===== config.mk =====
export PLATFORM = sky130hd
export DESIGN_NAME = encoder_motor_power_regulator
export DESIGN_NICKNAME = d
export VERILOG_FILES = /design/src/rtl/emprg_pkg.sv /design/src/rtl/encoder_motor_power_regulator.sv
export SDC_FILE = /design/constraint.sdc
export NUM_CORES = 1
export LEC_CHECK = 0
export ABC_AREA = 0
export BUFFER_PORTS_ARGS = -buffer_cell sky130_fd_sc_hd__buf_2
export CORE_MARGIN = 2
export CORE_UTILIZATION = 40
export CTS_CLUSTER_DIAMETER = 200
export DETAILED_ROUTE_END_ITERATION = 12
export HOLD_SLACK_MARGIN = 0.06
export PLACE_DENSITY = 0.6
export SETUP_SLACK_MARGIN = 0.1
export SLEW_MARGIN = 10
export SYNTH_ARGS = -nofsm -noshare
export SYNTH_HDL_FRONTEND = slang
export SYNTH_SLANG_ARGS = --single-unit

===== constraint.sdc =====
create_clock -name clk -period 13.2 [get_ports clk]
set_input_delay 2.64 -clock clk [delete_from_list [all_inputs] [get_ports clk]]
set_output_delay 2.64 -clock clk [all_outputs]
set_load 0.01 [all_outputs]

===== src/rtl/emprg_pkg.sv =====
// constants, types and power application function for the encoder motor power regulator
package emprg_pkg;

  localparam int unsigned CfgAddrW  = 2;
  localparam int unsigned CfgDataW  = 32;
  localparam int unsigned InDataW   = 64;
  localparam int unsigned OutDataW  = 16;

  localparam logic [CfgAddrW-1:0] REG_MODE       = 2'd0;
  localparam logic [CfgAddrW-1:0] REG_CHECK_IVL  = 2'd1;
  localparam logic [CfgAddrW-1:0] REG_TARGET_PPS = 2'd2;
  localparam logic [CfgAddrW-1:0] REG_TARGET_POS = 2'd3;

  localparam logic        MODE_RATE        = 1'b0;
  localparam logic        MODE_TARGET      = 1'b1;
  localparam logic [15:0] CHECK_IVL_RESET  = 16'd100;
  localparam logic [31:0] RATE_IVL_MS      = 32'd20;
  localparam logic signed [15:0] STALL_STEP = 16'sd5;
  localparam logic signed [15:0] P16_MAX   = 16'sh7fff;
  localparam logic signed [15:0] P16_MIN   = -16'sh8000;
  localparam logic signed [15:0] DUTY_MAX  = 16'sd255;

  // 2^23 / 50 rounded up, exact truncation for magnitudes up to 2^17
  localparam logic [17:0] RECIP_50  = 18'd167773;
  localparam int unsigned RECIP_SH  = 23;
  localparam int unsigned WantW     = 13;

  typedef struct packed {
    logic [7:0] duty;
    logic       in1;
    logic       in2;
    logic       active;
  } drive_t;

  typedef struct packed {
    drive_t drive;
    logic   rejected;
  } apply_t;

  function automatic apply_t apply_power(input logic signed [15:0] p, input drive_t held);
    apply_t           r;
    logic signed [16:0] m;
    begin
      m = -{p[15], p};
      r.drive    = held;
      r.rejected = 1'b0;
      if (p > DUTY_MAX) begin
        r.rejected = 1'b1;
      end else if (p > 16'sd0) begin
        r.drive.duty   = p[7:0];
        r.drive.in1    = 1'b0;
        r.drive.in2    = 1'b1;
        r.drive.active = 1'b1;
      end else begin
        r.drive.duty   = (m > 17'sd255) ? 8'd255 : m[7:0];
        r.drive.in1    = 1'b1;
        r.drive.in2    = 1'b0;
        r.drive.active = 1'b0;
      end
      apply_power = r;
    end
  endfunction

endpackage


===== src/rtl/encoder_motor_power_regulator.sv =====
// encoder motor power regulator: one control call per word, rate or position target mode
// Usage: each input word is one control call carrying the millisecond time and the
// encoder position. Each call gives exactly one result word with the held pwm duty,
// the two bridge direction lines, the active flag and a rejected-power flag.
// Configuration (mode, stall check interval, target pulse rate, target position) must be
// written by the user through cfg_wr_en/cfg_addr/cfg_wdata while no word is in flight;
// the block itself does not enforce this. Pipeline: an input register and a result
// register with the state update between them. While out_tready stays high one word is
// taken every cycle, a rate set by the single compare-and-step pass on registered state.
// The target pulse rate is scaled to counts per 20 ms when the register is written.
// When the receiver stalls the result register holds and the input register fills,
// after which in_tready drops; nothing is lost or repeated.
// Reset (synchronous, active low) clears both stages, the timing and power state,
// stops the motor and restores the register defaults.
module encoder_motor_power_regulator
  import emprg_pkg::*;
(
  input  logic                clk,
  input  logic                rst_n,
  input  logic                in_tvalid,
  output logic                in_tready,
  input  logic [InDataW-1:0]  in_tdata,   // now_ms[31:0], position[63:32]
  output logic                out_tvalid,
  input  logic                out_tready,
  output logic [OutDataW-1:0] out_tdata,  // pwm_duty, dir_in1, dir_in2, motor_active, power_rejected
  input  logic                cfg_wr_en,
  input  logic [CfgAddrW-1:0] cfg_addr,
  input  logic [CfgDataW-1:0] cfg_wdata
);

  // configuration
  logic                    mode_r;
  logic [15:0]             chk_ivl_r;
  logic signed [WantW-1:0] want_r, want_nxt;
  logic signed [31:0]      tgt_pos_r;

  // pipeline
  logic        s1_valid_r, s1_valid_nxt;
  logic [31:0] s1_now_r;
  logic [31:0] s1_pos_r;
  logic        out_valid_r, out_valid_nxt;
  logic        adv, in_acc;

  // state
  logic [31:0]        last_chk_r, last_chk_nxt;
  logic [31:0]        last_cnt_r, last_cnt_nxt;
  logic signed [15:0] rate_pwr_r, rate_pwr_nxt;
  logic signed [15:0] stall_pwr_r, stall_pwr_nxt;
  drive_t             held_r, held_nxt;
  logic               rej_r, rej_nxt;

  // datapath
  logic [17:0]        tr_mag;
  logic [35:0]        tr_prod;
  logic [WantW-1:0]   tr_q;
  logic [31:0]        elapsed;
  logic signed [31:0] pulses;
  logic signed [31:0] want_ext;
  logic signed [16:0] stall_sum;
  logic signed [15:0] stall_inc;
  logic signed [15:0] rate_inc, rate_dec;
  apply_t             ap_rate_inc, ap_rate_dec, ap_stall;

  assign adv       = s1_valid_r && (!out_valid_r || out_tready);
  assign in_tready = !s1_valid_r || adv;
  assign in_acc    = in_tvalid && in_tready;

  assign s1_valid_nxt  = in_acc ? 1'b1 : (adv ? 1'b0 : s1_valid_r);
  assign out_valid_nxt = adv ? 1'b1 : (out_tready ? 1'b0 : out_valid_r);

  // target pps scaled to counts per 20 ms, truncated toward zero
  assign tr_mag   = cfg_wdata[17] ? (18'd0 - cfg_wdata[17:0]) : cfg_wdata[17:0];
  assign tr_prod  = tr_mag * RECIP_50;
  assign tr_q     = tr_prod[RECIP_SH +: WantW];
  assign want_nxt = cfg_wdata[17] ? -$signed(tr_q) : $signed(tr_q);

  always_ff @(posedge clk) begin
    if (!rst_n) begin
      mode_r    <= MODE_RATE;
      chk_ivl_r <= CHECK_IVL_RESET;
      want_r    <= '0;
      tgt_pos_r <= '0;
    end else if (cfg_wr_en) begin
      case (cfg_addr)
        REG_MODE:       mode_r    <= cfg_wdata[0];
        REG_CHECK_IVL:  chk_ivl_r <= cfg_wdata[15:0];
        REG_TARGET_PPS: want_r    <= want_nxt;
        REG_TARGET_POS: tgt_pos_r <= $signed(cfg_wdata);
        default: ;
      endcase
    end
  end

  assign elapsed   = s1_now_r - last_chk_r;
  assign pulses    = $signed(s1_pos_r - last_cnt_r);
  assign want_ext  = 32'(want_r);
  assign rate_inc  = (rate_pwr_r == P16_MAX) ? rate_pwr_r : rate_pwr_r + 16'sd1;
  assign rate_dec  = (rate_pwr_r == P16_MIN) ? rate_pwr_r : rate_pwr_r - 16'sd1;
  assign stall_sum = 17'(stall_pwr_r) + 17'(STALL_STEP);
  assign stall_inc = (stall_sum > 17'sd32767) ? P16_MAX : stall_sum[15:0];

  always_comb begin
    last_chk_nxt  = last_chk_r;
    last_cnt_nxt  = last_cnt_r;
    rate_pwr_nxt  = rate_pwr_r;
    stall_pwr_nxt = stall_pwr_r;
    held_nxt      = held_r;
    rej_nxt       = 1'b0;
    ap_rate_inc   = apply_power(rate_inc, held_r);
    ap_rate_dec   = apply_power(rate_dec, held_r);
    ap_stall      = apply_power(stall_pwr_r, held_r);
    if (mode_r == MODE_RATE) begin
      if (elapsed >= RATE_IVL_MS) begin
        last_chk_nxt = s1_now_r;
        last_cnt_nxt = s1_pos_r;
        if (pulses < want_ext) begin
          rate_pwr_nxt = rate_inc;
          held_nxt     = ap_rate_inc.drive;
          rej_nxt      = ap_rate_inc.rejected;
        end else if (pulses > want_ext) begin
          rate_pwr_nxt = rate_dec;
          held_nxt     = ap_rate_dec.drive;
          rej_nxt      = ap_rate_dec.rejected;
        end
      end
    end else begin
      if ($signed(s1_pos_r) < tgt_pos_r) begin
        if (elapsed >= {16'd0, chk_ivl_r}) begin
          last_chk_nxt = s1_now_r;
          if (s1_pos_r != last_cnt_r) begin
            last_cnt_nxt = s1_pos_r;
          end else begin
            stall_pwr_nxt = stall_inc;
          end
        end
        // stall power applied is the value after this check
        ap_stall = apply_power(stall_pwr_nxt, held_r);
        held_nxt = ap_stall.drive;
        rej_nxt  = ap_stall.rejected;
      end else begin
        held_nxt = '0;
      end
    end
  end

  always_ff @(posedge clk) begin
    if (!rst_n) begin
      s1_valid_r  <= 1'b0;
      out_valid_r <= 1'b0;
      last_chk_r  <= '0;
      last_cnt_r  <= '0;
      rate_pwr_r  <= '0;
      stall_pwr_r <= '0;
      held_r      <= '0;
      rej_r       <= 1'b0;
    end else begin
      s1_valid_r  <= s1_valid_nxt;
      out_valid_r <= out_valid_nxt;
      if (adv) begin
        last_chk_r  <= last_chk_nxt;
        last_cnt_r  <= last_cnt_nxt;
        rate_pwr_r  <= rate_pwr_nxt;
        stall_pwr_r <= stall_pwr_nxt;
        held_r      <= held_nxt;
        rej_r       <= rej_nxt;
      end
    end
  end

  always_ff @(posedge clk) begin
    if (in_acc) begin
      s1_now_r <= in_tdata[31:0];
      s1_pos_r <= in_tdata[63:32];
    end
  end

  assign out_tvalid = out_valid_r;
  assign out_tdata  = {4'd0, rej_r, held_r.active, held_r.in2, held_r.in1, held_r.duty};

  // a rejected power leaves the drive untouched
  a_reject_holds: assert property (@(posedge clk) disable iff (!rst_n)
    (adv && rej_nxt) |=> $stable(held_r))
    else $error("drive changed on rejected power");

  a_lines_exclusive: assert property (@(posedge clk) disable iff (!rst_n)
    !(held_r.in1 && held_r.in2))
    else $error("both bridge lines high");

  a_active_dir: assert property (@(posedge clk) disable iff (!rst_n)
    held_r.active |-> (held_r.in2 && !held_r.in1 && (held_r.duty != 8'd0)))
    else $error("active flag without forward drive");

  a_stage_kept: assert property (@(posedge clk) disable iff (!rst_n)
    (s1_valid_r && !adv) |=> (s1_valid_r && $stable(s1_now_r) && $stable(s1_pos_r)))
    else $error("pending word lost in input stage");

endmodule

# Word level (Yosys, flattened, before mapping)
# Index checks and enable logic that the tools add are counted.
# classes
n_lt_le_gt_ge,15
n_bitwise,1
n_eq_ne,12
mul,1
reduce_logical,21
mux,46
n_addsub,10
# op_table
op,count
$mux 32,9
$mux 16,9
$mux 11,11
$sub 32x32->32,2
$gt 17x9->1 const B,3
$neg 17->17,3
$gt 16x1->1 const B,3
$gt 16x9->1 const B,3
$mul 18x18->36 const B,1
$eq 16x16->1 const B,2
$ge 32x16->1,1
$ge 32x5->1 const B,1
$gt 32x13->1,1
$lt 32x13->1,1
$lt 32x32->1,1
$ne 32x32->1,1
$mux 8,3
$mux 18,1
$sub 1x18->18 const A,1
$add 16x4->17 const B,1
$gt 17x16->1 const B,1
$add 16x2->16 const B,1
$sub 16x2->16 const B,1
$mux 13,1
19 further kinds,44
# word_totals
reg_bits,236
inputBits,103

# Logic depth before layout (Yosys ltp)
# logic_depth
depth_word,14
mapped_depth,36
ltp_nobuf,34

# Worst setup path after synthesis
# Ideal clock, no wire load.
# synth_path
kind,input-to-reg
from,in cfg_wdata[2]
to,reg want_r[11]
n_path_buf,0
cell_stages,30
slack_ns,2.803
arrival_time_ns,10.265
path_cell_list,or3_1 > nor3_1 > nand2_1 > or4_1 > o41a_1 > xor2_1 > ha_1 > inv_1 > fa_1 > fa_1 > inv_1 > fa_1 > inv_1 > fa_1 > inv_1 > fa_1 > ha_1 > a21o_1 > a21o_1 > a21oi_1 > nand2_1 > a21o_1 > a31oi_1 > xnor2_1 > nand3_1 > or3_1 > or3_1 > o21ai_0 > xor2_1 > a21oi_1
# synth_via
elab_chain_cells,5
# synth_rtl
element,line,text
from (decl),encoder_motor_power_regulator.sv:28,input logic [CfgDataW-1:0] cfg_wdata
$sub 1x18->18,encoder_motor_power_regulator.sv:72,assign tr_mag = cfg_wdata[17] ? (18'd0 - cfg_wdata[17:0]) : cfg_wdata[17:0];
$mux 18 (*),encoder_motor_power_regulator.sv:72,
$mul 18x18->36 (*),encoder_motor_power_regulator.sv:73,assign tr_prod = tr_mag * RECIP_50;
$neg 13->13,encoder_motor_power_regulator.sv:75,assign want_nxt = cfg_wdata[17] ? -$signed(tr_q) : $signed(tr_q);
$mux 13 (*),encoder_motor_power_regulator.sv:75,
to (signal assigned),encoder_motor_power_regulator.sv:87,REG_TARGET_PPS: want_r <= want_nxt;
to (decl),encoder_motor_power_regulator.sv:34,"logic signed [WantW-1:0] want_r, want_nxt;"
# Mark *: on every way between the ends. The rest lies on a longest branch, timed or not.
# A chain may end at the register's enable or synchronous reset.

# Worst setup path after layout
# Ends and elaborated chain as after synthesis.

==> impl_metrics.toml <==
[critical_path]
timing.rr.end = "rate_pwr_r[9]$_SDFFE_PN0P_"
crit_path_frequent_cell = "fa_1"
cp_slowest_cell = "or4_1"
startpoint_type = "input pin"
cpPeakStageDelay_ps = 570
ff2ff_path_depth = 33
regToRegStartpoint = "s1_pos_r[0]$_DFFE_PP_"
r2r_setup_slack_ps = 4250
worstPathMaxFanout = 6
critPathKind = "in2reg"
required_ps = 13640
critPathCaptureType = "flip-flop"
arrival_ps = 11520

[floorplan]
die_x_um = 250
start_util_pct = 40.3
core_area_um2 = 60200
rows = 90
die-area_um2 = 62700
ios = 121
die_y_um = 250

[clock_tree]
post_cts_buffers = 0
cts_tree = "built"
clock_sinks = 235
cts_resized = 0
htreeDepth = 1
clk_latency_ps = 610
clk_transition_reported_paths_ps = 60
cts-root-buf = "clkbuf_16"
numCtsBuffers = 28
clockBufferDepth = 3
cts_hold_buf = 0

[timing]
tns_ps = 0
period_minus_slack_ps = 11080
whs_ps = 457
timing.fmax_ghz = 0.0903
skew_ps = 50.5
fin_crit_sh_pct = 83.9
relSlewSlack_pct = 9.90
hold_viol_final = 0
finalSetupViolCount = 0
rsz0062_at_grt = "false"
setup_slack_ps = 2120
drv_slew = 0
tightest_slew_ps = 1340

[drt]
final_antenna_net_count = 0
initialDrtViolationCount = 1386
totalWireLength_mm = 67.0
routed-via-count = 20700
first_pass_iters = 7
drc = 0
vias_per_cell = 5.47
routedWlPerCell_um = 17.7

[place]
placed_area_um2 = 25500
portBuffers = 116
gp_congestion = 0.926
placement.setup.worst_slack_ps = 1730
dp.final_hpwl_mm = 54.1
dp.cells = 3735

[synth]
synth.most_common_cell = "inv_1"
ys_async_sr_fraction_pct = 0
synth_cell_types = 95
avgSynthCellArea_um2 = 8.27
synth_cells = 2937
yosys.area.top_type_share_pct = 16.2
synth_area_um2 = 24300
yosys_warnings = 0
synth-seq-cells = 235
synthTopCellsByCount = "inv_1 (426), ha_1 (314), nand2_1 (275), a21oi_1 (208), nor2_1 (205)"
synth.area.top_cells = "ha_1 (16%), dfxtp_1 (14%), fa_1 (11%)"
ys.flop_type = "dfxtp_1"
yosysSeqAreaShare_pct = 22.0
synth_edf_count = 64
synth_top_area_cell = "ha_1"

[finish]
syn2layout_area_growth_pct = 8.93
nNetsFinal = 3533
nFillCells = 5877
layout-drive-gt1-share_pct = 7.59
design_area_um2 = 26500
stdcell_count = 3789

[global_routing]
grt_pass1_wl_mm = 108
grt_pass1_vias = 20400
grt_max_degree = 91
antenna_found_initial = 9
grt_use_total_pct = 21.2
gr-total-overflow = 0

[status]
status = "finished clean"

[flow_run]
maxCapViolations = 0

[pwr]
max-vdd-ir-drop_mv = 0.272
cellLeakagePower_nw = 11.5
p_per_area_nw_per_um2 = 222

[worst_hold_path]
min_to = "tgt_pos_r[30]$_SDFFE_PN0P_"
hold_path.startpoint = "tgt_pos_r[30]$_SDFFE_PN0P_"
hold_class = "reg2reg"
hold-path-cell-count = 2
==> how the worst max path moves through the flow <==
stage	start	to
after floorplan	cfg_wdata[2]	want_r[11]$_SDFFE_PN0P_
after global placement	cfg_wdata[0]	want_r[11]$_SDFFE_PN0P_
after detailed placement	cfg_wdata[3]	want_r[11]$_SDFFE_PN0P_
after CTS	cfg_wdata[3]	want_r[11]$_SDFFE_PN0P_
after global routing	cfg_wdata[2]	want_r[11]$_SDFFE_PN0P_
final	cfg_wdata[2]	want_r[11]$_SDFFE_PN0P_
==> where the power goes <==
part / total, mW / internal (mW) / switching, mW
Sequential: 0.850 / 0.795 / 0.0544
Clock: 0.782 / 0.447 / 0.335
Combinational: 4.25 / 1.77 / 2.49
==> critical path, delay by kind of cell <==
family | cells | cell delay (ps)
adder cells (fa/ha/maj) | 7 | 3090
AND/OR/NAND/NOR | 11 | 2820
AO/OA/AOI/OAI | 6 | 1830
XOR/XNOR | 3 | 760
buffers and inverters | 5 | 390
==> registers in the layout, indices dropped and copies added, names as in the netlist <==
signal,flops
rate_pwr_r,16
last_cnt_r,32
s1_now_r,32
s1_valid_r,1
rej_r,1
out_tdata,10
want_r,13
s1_pos_r,32
chk_ivl_r,16
last_chk_r,32
stall_pwr_r,16
out_tvalid,1
tgt_pos_r,32
mode_r,1
==> final cells by class <==
type | count | area, um^2 | area share [%]
Timing Repair Buffer | 130 | 686 | 2.59
Antenna cell | 2 | 5.00 | 0.0189
Clock buffer | 39 | 802 | 3.03
Clock inverter | 13 | 134 | 0.506
Tap cell | 782 | 978 | 3.70
Multi-Input combinational cell | 2160 | 16900 | 63.9
Sequential cell | 235 | 5350 | 20.2
Inverter | 428 | 1610 | 6.08
==> logic make-up after synthesis <==
| group | synth area share, % |
|---|---|
| compound gates | 17.7 |
| other cells | 0.0154 |
| buf+inv | 8.62 |
| flops | 22.0 |
| mux | 2.74 |
| xor+xnor | 4.90 |
| fa+ha+maj | 27.1 |
| simple gates | 16.9 |
==> metrics by stage <==
step	power [mW]	util (%)
6_report	5.89	43.9
4_1_cts	5.94	43.9
2_1_floorplan	4.06	-
3_5_place_dp	5.09	42.4
5_1_grt	6.57	43.9
3_3_place_gp	4.99	42.4
==> per-layer routing <==
layer	GRT usage (%)	share of wire (%)	vias to the layer above
li1	-	-	10200
met1	29.1	47	9950
met2	35.1	46	458
met3	3.12	4.9	95
met4	4.88	2.3	14
met5	0	0.12	-
==> cells in the final DEF, fill, tap and decap left out, types with 75 or more instances in the layout <==
master,instances
dfxtp_1,171
inv_1,426
xnor2_1,75
a21oi_1,207
fa_1,133
buf_2,116
nor2_1,204
nand2_1,275
o21ai_0,120
ha_1,314
Note: power is estimated with default switching activity, not from simulation.
